<file path="config.mk">
export PLATFORM = sky130hd
export DESIGN_NAME = lbe_ram
export DESIGN_NICKNAME = d
export VERILOG_FILES = /design/src/hw/rtl/lbe_ram.sv
export SDC_FILE = /design/constraint.sdc
export NUM_CORES = 2
export LEC_CHECK = 0
export ABC_AREA = 1
export BUFFER_PORTS_ARGS = -buffer_cell sky130_fd_sc_hd__buf_4
export CAP_MARGIN = 20
export CORE_MARGIN = 2
export CORE_UTILIZATION = 23
export CTS_CLUSTER_SIZE = 12
export DETAILED_ROUTE_END_ITERATION = 8
export PLACE_DENSITY_LB_ADDON = 0.08
export SLEW_MARGIN = 20
export SYNTH_ARGS = -nofsm -noshare
export SYNTH_HDL_FRONTEND = slang
export SYNTH_SLANG_ARGS = --single-unit
</file>
<file path="constraint.sdc">
create_clock -name clk -period 6.83 [get_ports clk]
set_input_delay 1.366 -clock clk [delete_from_list [all_inputs] [get_ports clk]]
set_output_delay 1.366 -clock clk [all_outputs]
set_load 0.01 [all_outputs]
</file>
<file path="src/hw/rtl/lbe_ram.sv">
// ----------------------------------------------------------------------------
// lbe_ram: generic dual read port RAM
// One write port and two read ports, read data registered.
// ----------------------------------------------------------------------------
module lbe_ram #(
  parameter int WIDTH = 32,
  parameter int DEPTH = 64
) (
  input  logic                     clk,
  input  logic                     we,
  input  logic [$clog2(DEPTH)-1:0] waddr,
  input  logic [WIDTH-1:0]         wdata,
  input  logic                     re,
  input  logic [$clog2(DEPTH)-1:0] raddr_a,
  input  logic [$clog2(DEPTH)-1:0] raddr_b,
  output logic [WIDTH-1:0]         rdata_a,
  output logic [WIDTH-1:0]         rdata_b
);

  logic [WIDTH-1:0] mem [DEPTH];

  always_ff @(posedge clk) begin
    if (we) begin
      mem[waddr] <= wdata;
    end
  end

  always_ff @(posedge clk) begin
    if (re) begin
      rdata_a <= mem[raddr_a];
      rdata_b <= mem[raddr_b];
    end
  end

endmodule

</file>
Word-level counts from Yosys, hierarchy flattened:

Memories as Yosys holds them, arrays and structs flattened. A register that Yosys moved wholly into a read port is not among the register bits.
Cells that the tools add are included.

* register bits: 0
* memory bits (writable): 2048
* input bits: 53
* output and inout bits: 64
* logic and storage cells: 3
* memories kept: 1

Memory list
* mem: depth 64, bits a word 32, rd ports 2, clocked after memory_dff 2, write ports 1, line 20 `logic [WIDTH-1:0] mem [DEPTH];`

* muxes and demuxes: 2

Operators by type and width (count)
* $mux W1: 2

Logic depth before layout (Yosys ltp):

* depth in word-level cells: 2
* mapped depth: 13
* depth with buffers taken out: 9

Worst setup path before layout:

No wires, ideal clock.

* path type: in2reg
* start point: input we
* end point: memory mem[48][0] (enable)
* arrival: 4.994 ns
* required time: 6.328 ns
* path slack: 1.334 ns
* cell stages on the path: 3
* path buffers: 1
* cell sequence: clkbuf_1 nand4_1 nor4_1

* word-level cells in the longest chain between the ends: 2

RTL lines
* from (decl): line 10 `input logic we,`
* $mux W1: line 23 `if (we) begin`
* $mux W1 (implied by the code): line 24 `mem[waddr] <= wdata;`
* to (decl): line 20

Every way passes these cells.

==> results.json <==
{
  "outcome": "complete, no violations",
  "postCtsSetupBuffers": 0,
  "rsz0062_at_grt": "false",
  "achievable-frequency_ghz": 0.2595,
  "ys_seq_elements": 2112,
  "postLayoutSetupSlackWorst_ps": 2976,
  "mappedNetlistNets": 11450,
  "mappedNetlistArea_sq_um": 104300,
  "crit_required_ps": 7580,
  "floorplan.io_pins": 117,
  "critical_path.max_fanout": 90,
  "drc": 0,
  "holdBufCountCts": 0,
  "worstSetupEndpointType": "register",
  "most-common-layout-cells": "nand2_1 (4498), nand3_1 (3804), edfxtp_1 (2112)",
  "end_of_flow_core_utilization": 0.2666,
  "max_cap_violations": 0,
  "cts-resized-gates": 0,
  "worst-slew-pin-transition_ps": 1175,
  "muxShareOfSynthArea": 0,
  "yosysWarnings": 0,
  "fin_setup_tns_ps": 0,
  "finalHoldViolations": 0,
  "critical_path.startpoint_type": "primary input",
  "die_x_um": 677.4,
  "irDropWorstVdd_v": 0.0001486,
  "rr_worst_depth": 8,
  "timing.final.crit_share": 0.5643,
  "report.power.total_mw": 32.22,
  "flow.area_growth_from_synthesis_pct": 15.58,
  "detail_route.wl_per_cell_um": 31.16,
  "yosys.area_share.adder": 0,
  "placed_area_sq_um": 112100,
  "number_of_sinks_on_the_clock_net": 2112,
  "first_pass_iters": 8,
  "synth.lib_cells_used.distinct": 15,
  "gr-total-overflow": 0,
  "static-leakage-power_nw": 43.97,
  "post_synth_inst_count": 11400,
  "placed_cells_incl_taps": 16920,
  "design.die.area_sq_um": 458900,
  "mean_post_synth_cell_area_sq_um": 9.148,
  "crit_arrival_ps": 4600,
  "layoutNonFillerInstCount": 17420,
  "placeable_core_region_sq_um": 452100,
  "finalInstanceArea_sq_um": 120500,
  "gp_congestion": 0.7967,
  "maximum_number_of_pins_on_one_net_before_global_route_repair": 168,
  "final_net_count": 11280,
  "dominant_combinational_cell_family_by_area_after_synthesis": "simple AND/OR/NAND/NOR gates",
  "slew_headroom": 0.2166,
  "synth_area_leader_cell": "edfxtp_1",
  "ys_seq_area_frac": 0.6081,
  "initial_core_util": 0.2307,
  "clock-skew-final_ps": 35.53,
  "grt.total_usage": 0.2290,
  "placement_rows": 247,
  "synth_top_cells_by_area": "edfxtp_1 (61%), nand3_1 (18%), nand2_1 (16%), buf_2 (2.5%), buf_4 (0.62%)",
  "finalWirelength_um": 542900,
  "via_count": 89560,
  "finalCriticalPeriod_ps": 3854,
  "cts-root-buf": "clkbuf_16",
  "synthSimpleGateAreaFrac": 0.3476,
  "synth_top_cell_area_share": 0.6081,
  "drt_iter0_drc": 9367,
  "viasPerCell": 5.140,
  "critPathKind": "primary input to register",
  "cts_max_path_buffers": 4,
  "setup_viol": 0,
  "finalHoldWorstSlack_ps": 734.6,
  "grt_pass1_vias": 87180,
  "mostFrequentLayoutCell": "nand2_1",
  "clock_tree_from_tritoncts": "yes",
  "clock_latency_ps": 940,
  "port_buffers": 116,
  "worst_hold_path_type": "primary input to register",
  "antenna_violations_before_repair": 23,
  "synth-xor-area-share": 0,
  "htree_num_levels": 5,
  "synth_compound_gate_area_share": 0,
  "ratio_of_cells_with_drive_above_1_in_the_final_layout": 0.07618,
  "place_hpwl_um": 308600,
  "dp_worst_setup_slack_ps": 2029,
  "power-per-cell-area_nw_per_um2": 267.3,
  "maxSlewViolCount": 0,
  "cts-buffers-inserted": 277,
  "global_route_wire_length_before_repair_um": 742100,
  "cts.reportedPaths.clkPinSlew_ps": 60,
  "worstHoldPathCells": 1,
  "antenna_violating_nets_post_route": 0,
  "die-height_um": 677.4
}
-- power by group --
group / internal, mW / leakage (nW) / switching (mW)
Combinational: 0.787 / 20.8 / 2.64
Clock: 8.22 / 4.11 / 6.03
Sequential: 14.4 / 19.1 / 0.127
-- path summary, 6_finish.rpt --
kind | end | startpoint | slack, ps
min | mem[44][31]$_DFFE_PP_ | wdata[31] | 730
max | rdata_a[5]$_DFFE_PP_ | raddr_a[0] | 2980
max reg2reg | rdata_b[8]$_DFFE_PP_ | mem[19][8]$_DFFE_PP_ | 4690
min reg2reg | rdata_a[27]$_DFFE_PP_ | mem[52][27]$_DFFE_PP_ | 910
-- state kept, by name (all words and copies together) (netlist names) --
register,flops
mem,2048
rdata_a,32
rdata_b,32
-- final cells by class --
type | instances | area [sq um]
clock inverters | 122 | 959.7
clock buffers | 364 | 7492
diodes | 12 | 30.03
flip-flops and latches | 2112 | 63420
inverters | 18 | 155.1
repair buffers | 441 | 4283
multi-input cells | 8377 | 36730
fillers | 47300 | 331600
well taps | 5976 | 7477
-- synth_stat cells --
library cell and count:
nand4_1 9, clkbuf_1 171, nor2_1 56, inv_4 2
nand3_1 3806, inv_2 4, nor4_1 8, edfxtp_1 2112
buf_1 95, nand2_1 4498, buf_8 1, buf_2 511
buf_4 86, inv_1 12, buf_6 30
-- layer usage --
layer,part of all wire,GRT usage,vias to the layer above
met3,0.059,0.03140,873
met1,0.43,0.3034,45480
met2,0.47,0.3740,3879
li1,-,-,39310
met5,0.00012,0,-
met4,0.047,0.09699,10
-- logic make-up (layout without fill, tap and decap cells) --
| family | after synthesis | count (layout) |
|---|---|---|
| other | 0 | 12 |
| AND/OR/NAND/NOR | 8377 | 8377 |
| flip-flops | 2112 | 2112 |
| buffers and inverters | 912 | 945 |
-- worst max-delay path, stage by stage --
cell	delay (ps)
buf_8	210
inv_16	430
buf_4	800
nand2_1	120
nand3_1	120
nand3_1	100
nand3_1	310
nand3_1	110
nand2_1	100
nand2_1	330
nand2_1	320
No activity file was read; power rests on OpenSTA's default activity.
