$ cat src/hw/rtl/lbe_div_pipe.sv
// ----------------------------------------------------------------------------
// lbe_div_pipe: pipelined restoring divider
// One quotient bit per stage; the partial remainder must start below the
// divisor. Low dividend bits are shifted in one per stage.
// ----------------------------------------------------------------------------
module lbe_div_pipe #(
  parameter int DW = 33,
  parameter int QW = 16,
  parameter int PW = 8
) (
  input  logic          clk,
  input  logic          rst_n,
  input  logic          en,
  input  logic          in_vld,
  input  logic [DW-1:0] in_rem,
  input  logic [QW-1:0] in_low,
  input  logic [DW-1:0] in_div,
  input  logic [PW-1:0] in_pay,
  output logic          out_vld,
  output logic [QW-1:0] out_quo,
  output logic [PW-1:0] out_pay
);

  logic          vld_r [QW];
  logic [DW-1:0] rem_r [QW];
  logic [QW-1:0] low_r [QW];
  logic [DW-1:0] div_r [QW];
  logic [QW-1:0] quo_r [QW];
  logic [PW-1:0] pay_r [QW];

  for (genvar k = 0; k < QW; k++) begin : g_stage
    logic          v_i;
    logic [DW-1:0] r_i;
    logic [QW-1:0] l_i;
    logic [DW-1:0] d_i;
    logic [QW-1:0] q_i;
    logic [PW-1:0] p_i;
    logic [DW:0]   trial;
    logic [DW:0]   diff;
    logic          ge;
    logic [DW-1:0] rem_nxt;

    if (k == 0) begin : g_first
      assign v_i = in_vld;
      assign r_i = in_rem;
      assign l_i = in_low;
      assign d_i = in_div;
      assign q_i = '0;
      assign p_i = in_pay;
    end else begin : g_next
      assign v_i = vld_r[k-1];
      assign r_i = rem_r[k-1];
      assign l_i = low_r[k-1];
      assign d_i = div_r[k-1];
      assign q_i = quo_r[k-1];
      assign p_i = pay_r[k-1];
    end

    always_comb begin
      trial   = {r_i, l_i[QW-1]};
      diff    = trial - {1'b0, d_i};
      ge      = (trial >= {1'b0, d_i});
      rem_nxt = ge ? diff[DW-1:0] : trial[DW-1:0];
    end

    always_ff @(posedge clk) begin
      if (!rst_n) begin
        vld_r[k] <= 1'b0;
      end else if (en) begin
        vld_r[k] <= v_i;
      end
    end

    always_ff @(posedge clk) begin
      if (en) begin
        rem_r[k] <= rem_nxt;
        low_r[k] <= {l_i[QW-2:0], 1'b0};
        div_r[k] <= d_i;
        quo_r[k] <= {q_i[QW-2:0], ge};
        pay_r[k] <= p_i;
      end
    end
  end

  assign out_vld = vld_r[QW-1];
  assign out_quo = quo_r[QW-1];
  assign out_pay = pay_r[QW-1];

endmodule

$ cat config.mk
export PLATFORM = sky130hd
export DESIGN_NAME = lbe_div_pipe
export DESIGN_NICKNAME = d
export VERILOG_FILES = /design/src/hw/rtl/lbe_div_pipe.sv
export SDC_FILE = /design/constraint.sdc
export NUM_CORES = 2
export LEC_CHECK = 0
export ABC_AREA = 0
export ABC_CLOCK_PERIOD_IN_PS = 6900
export BUFFER_PORTS_ARGS = -buffer_cell sky130_fd_sc_hd__buf_4
export CAP_MARGIN = 10
export CORE_AREA = 2 2 357 359
export DETAILED_ROUTE_END_ITERATION = 10
export DIE_AREA = 0 0 359 361
export PLACE_DENSITY = 0.75
export SLEW_MARGIN = 20
export SYNTH_ARGS = -nofsm -noshare
export SYNTH_HDL_FRONTEND = slang
export SYNTH_SLANG_ARGS = --single-unit
$ cat constraint.sdc
create_clock -name clk -period 6.9 [get_ports clk]
set_input_delay 1.035 -clock clk [delete_from_list [all_inputs] [get_ports clk]]
set_output_delay 1.035 -clock clk [all_outputs]
set_load 0.1 [all_outputs]
## After elaboration in Yosys (flattened, before gate mapping)

Memories as Yosys holds them, arrays and structs flattened.
Cells that the tools add are included.

- Bits in registers: 0
- Bits in writable memories: 1696
- Bits of input ports: 94
- Logic and storage cells: 91
- Memories: 6

- Add/subtract/negate cells: 16
- Order comparisons: 16
- Mux-type cells: 37
- Bitwise gates (word level): 16

Memories:

| memory | depth | width | read ports | clocked after Yosys merged registers in | wr ports | RTL line | RTL |
|---|---|---|---|---|---|---|---|
| div_r | 16 | 33 | 15 | 0 | 16 | 27 | `logic [DW-1:0] div_r [QW];` |
| rem_r | 16 | 33 | 15 | 0 | 16 | 25 | `logic [DW-1:0] rem_r [QW];` |
| quo_r | 16 | 16 | 16 | 0 | 16 | 28 | `logic [QW-1:0] quo_r [QW];` |
| low_r | 16 | 15 | 15 | 0 | 16 | 26 | `logic [QW-1:0] low_r [QW];` |
| pay_r | 16 | 8 | 16 | 0 | 16 | 29 | `logic [PW-1:0] pay_r [QW];` |
| vld_r | 16 | 1 | 16 | 0 | 16 | 24 | `logic vld_r [QW];` |

Operator list:

| operator | number |
|---|---|
| $ge 34x33->1 | 16 |
| $mux 33 | 16 |
| $sub 33x33->33 | 16 |
| $mux 1 | 21 |
| $or 1x1->1 | 16 |

## Logic depth before layout (Yosys ltp)

- Depth after elaboration: 4
- Mapped depth: 16
- Gate-level depth less buffers: 15

## Least setup slack after synthesis

Ideal clock, no wire load.

- Path type: input to register
- Start: input port in_low[15]
- End: memory rem_r[0][25] (data pin)
- Library setup time: 0.260 ns
- Data arrival time: 4.092 ns
- Data required time: 6.640 ns
- Slack: 2.548 ns
- Stages on the path: 14
- Buffers on the path: 1
- Path through: inv_1 ha_1 inv_1 fa_1 a21o_1 a21o_1 a21oi_1 o21ai_0 a311o_1 nand2_1 o21ai_0 a21oi_1 clkbuf_1 mux2_2

RTL lines:

| what | RTL line | RTL |
|---|---|---|
| from (decl) | 16 | `input logic [QW-1:0] in_low,` |
| to (decl) | 25 |  |

==> flow_summary.json <==
{
  "maxUsedRoutingLayer": "met4",
  "fp.dieArea_mm2": 0.1296,
  "grt_start_max_net_pins": 167,
  "nFillCells": 9198,
  "cp_max_fo": 50,
  "gp_congestion": 0.9773,
  "synth_top_area_share": 0.5558,
  "reg2reg_to": "rem_r[5][25]",
  "cts_made_buffers": 146,
  "synth_area_leaders": "edfxtp_1 (56%), ha_1 (8.8%), a21oi_1 (3.9%)",
  "yosysWarnings": 0,
  "synth_seq_cells": 1390,
  "cellLeakagePower_nw": 33.94,
  "synth_most_common_cell": "edfxtp_1",
  "fmax_mhz": 195.3,
  "drt_wl_total_um": 153400,
  "crit_required_ps": 7410,
  "ios": 119,
  "post_drt_wl_per_cell_um": 18.08,
  "grt_pass1_wl_um": 248300,
  "cts.sinks": 1390,
  "clock_latency_ps": 780,
  "arrival_ps": 5640,
  "avgViaCountPerCell": 5.800,
  "fp.dieH_um": 361,
  "critical_path_class": "flop to flop",
  "path_clk_slew_ps": 60,
  "seq_area_mm2": 0.04173,
  "timing.setup.tns_ps": 0,
  "fin_ws_ps": 1779,
  "min_period_ps": 5121,
  "cts_setup_buffers": 0,
  "synthAdderAreaFrac": 0.09203,
  "post_cts_resized": 0,
  "synth_ff_type": "edfxtp_1",
  "dr.pass1.iters": 6,
  "start_util": 0.5984,
  "yosys.area_share.simple": 0.08788,
  "via_count": 49200,
  "synth.avg_cell_area_um2": 11.40,
  "synth_edf_count": 1389,
  "multi_input_area_mm2": 0.03025,
  "core_area_mm2": 0.1254,
  "critPathCapture": "rem_r[5][25]",
  "cp-startpoint": "low_r[4][14]",
  "area_growth_pct": 10.09,
  "cts_tree": "yes",
  "met2_length_um": 83890,
  "cts_buffer_depth": 3,
  "ys_types": 84,
  "cts_root_buffer": "clkbuf_16",
  "timing.final.crit_share": 0.7422,
  "grt_pass1_vias": 50370,
  "io_buffer_count": 118,
  "reg2reg_depth": 14,
  "tightest_slew_ps": 1193,
  "holdPathStages": 0,
  "hold_viol_final": 0,
  "postLayoutCellArea_mm2": 0.08262,
  "critPathLaunchType": "flop",
  "r2r_setup_slack_ps": 1780,
  "synth_compound_area_frac": 0.1521,
  "dpl_cell_area_mm2": 0.07783,
  "yosys-top-cells-count": "edfxtp_1 (1389), inv_1 (668), a21oi_1 (583)",
  "end_kind": "flop",
  "finalClockSkew_ps": 24.07,
  "drt_iter0_markers": 3277,
  "r2r-start": "low_r[4][14]",
  "drt-met1-wl_um": 54710,
  "ant_nets": 0,
  "syn_nets": 7221,
  "setup_violations": 0,
  "fp.dieW_um": 359,
  "place_worst_setup_slack_ps": 1708,
  "rows": 130,
  "min_path_type": "flop to flop",
  "drcViolationCount": 0,
  "hpwlAfterDp_um": 115900,
  "antenna_found_initial": 1,
  "max-vdd-ir-drop_mv": 0.2886,
  "synth_top_family_by_area": "compound AO/OA/AOI/OAI gates",
  "fin_nets": 7357,
  "relSlewSlack": 0.1945,
  "muxShareOfSynthArea": 0.02126,
  "htreeDepth": 4,
  "drive_gt1_frac": 0.07728,
  "gr-total-overflow": 0,
  "wl_met3_um": 4226,
  "status": "complete, no violations",
  "synth_xor_area_frac": 0.04843,
  "netlist_area_mm2": 0.07505,
  "synth_largest_area_cell": "edfxtp_1",
  "async_flop_share": 0,
  "drv_cap": 0,
  "grt_usage": 0.2383,
  "ctsHoldBuffers": 0,
  "powerDensity_mw_per_mm2": 453.5,
  "fin_util": 0.6588,
  "seq_area_frac_synth": 0.5561,
  "final_max_slew_viol_count": 0,
  "rsz0062_at_grt": "false",
  "postSynthCellCount": 6584
}
per-layer routing:
metal	vias to the layer above	global-route usage
li1	24450	-
met1	23140	0.2333
met2	1114	0.4647
met3	494	0.03008
met4	0	0.1596
met5	-	0
power breakdown:
part | internal (mW) | leakage, nW | total (mW) | switching [mW]
clock network | 4.60 | 2.33 | 7.77 | 3.17
registers | 12.2 | 13.6 | 13.2 | 0.995
logic | 6.84 | 18.0 | 16.5 | 9.64
total | 23.7 | 33.9 | 37.5 | 13.8
area by class of cell:
type / instances / share of cell area
Clock buffer: 180 / 0.04640
Inverter: 671 / 0.03049
Antenna cell: 1 / 0.00003029
Multi-Input combinational cell: 4356 / 0.3661
Sequential cell: 1390 / 0.5051
Clock inverter: 80 / 0.01124
Timing Repair Buffer: 155 / 0.01563
Tap cell: 1650 / 0.02499
worst min path at each step:
stage / from / endpoint / slack [ps]
floorplan: low_r[9][9] / low_r[10][10] / 400
global placement: quo_r[13][8] / quo_r[14][9] / 400
detailed placement: low_r[9][12] / low_r[10][13] / 400
CTS: in_low[5] / low_r[0][5] / 360
global route: in_low[6] / low_r[0][6] / 370
finish: pay_r[7][0] / pay_r[8][0] / 410
critical path, stage by stage, from the launching register on:
cell      delay, ps
edfxtp_1        350
inv_1            50
ha_1            200
inv_1            70
fa_1            200
a21oi_1          90
o21bai_1        280
a21oi_1         250
a311oi_1        650
o21ai_0         310
nor4_1          970
o32ai_4         400
buf_4           380
or4_1           530
o211a_1         120
logic make-up (layout without fill, tap and decap cells):
kind of cell / Yosys count / after routing
mux: 140 / 140
fa+ha+maj: 543 / 543
simple gates: 1413 / 1413
other cells: 0 / 1
buf+inv: 838 / 1086
compound gates: 1845 / 1845
flops: 1390 / 1390
xor+xnor: 415 / 415
sequential cells by signal, indices dropped and copies added, names as in the netlist:
signal and cells:
div_r 495, rem_r 495, vld_r 16, quo_r 136
pay_r 128, low_r 120
layout by cell type, fill, tap and decap left out, drive strengths merged, types with 113 or more instances in the layout:
cell | Yosys | routed
mux2 | 125 | 125
o21ai | 482 | 482
xor2 | 178 | 178
nor2 | 370 | 370
buf | 12 | 155
edfxtp | 1389 | 1389
a21oi | 583 | 583
xnor2 | 237 | 237
a21o | 291 | 291
inv | 668 | 674
nand3 | 113 | 113
ha | 528 | 528
nand2 | 481 | 481
clkbuf | 155 | 180
metrics by stage:
stage | total power, mW | cells | hold WS, ps
global route | 40.09 | 8483 | 372.6
CTS | 37.54 | 8481 | 357.4
finish | 37.47 | 8483 | 408.9
detailed placement | 29.61 | 8221 | 404.5
floorplan | 25.61 | 6584 | 400.3
global placement | 29.24 | 8221 | 400.3
No activity file was read; power rests on OpenSTA's default activity.
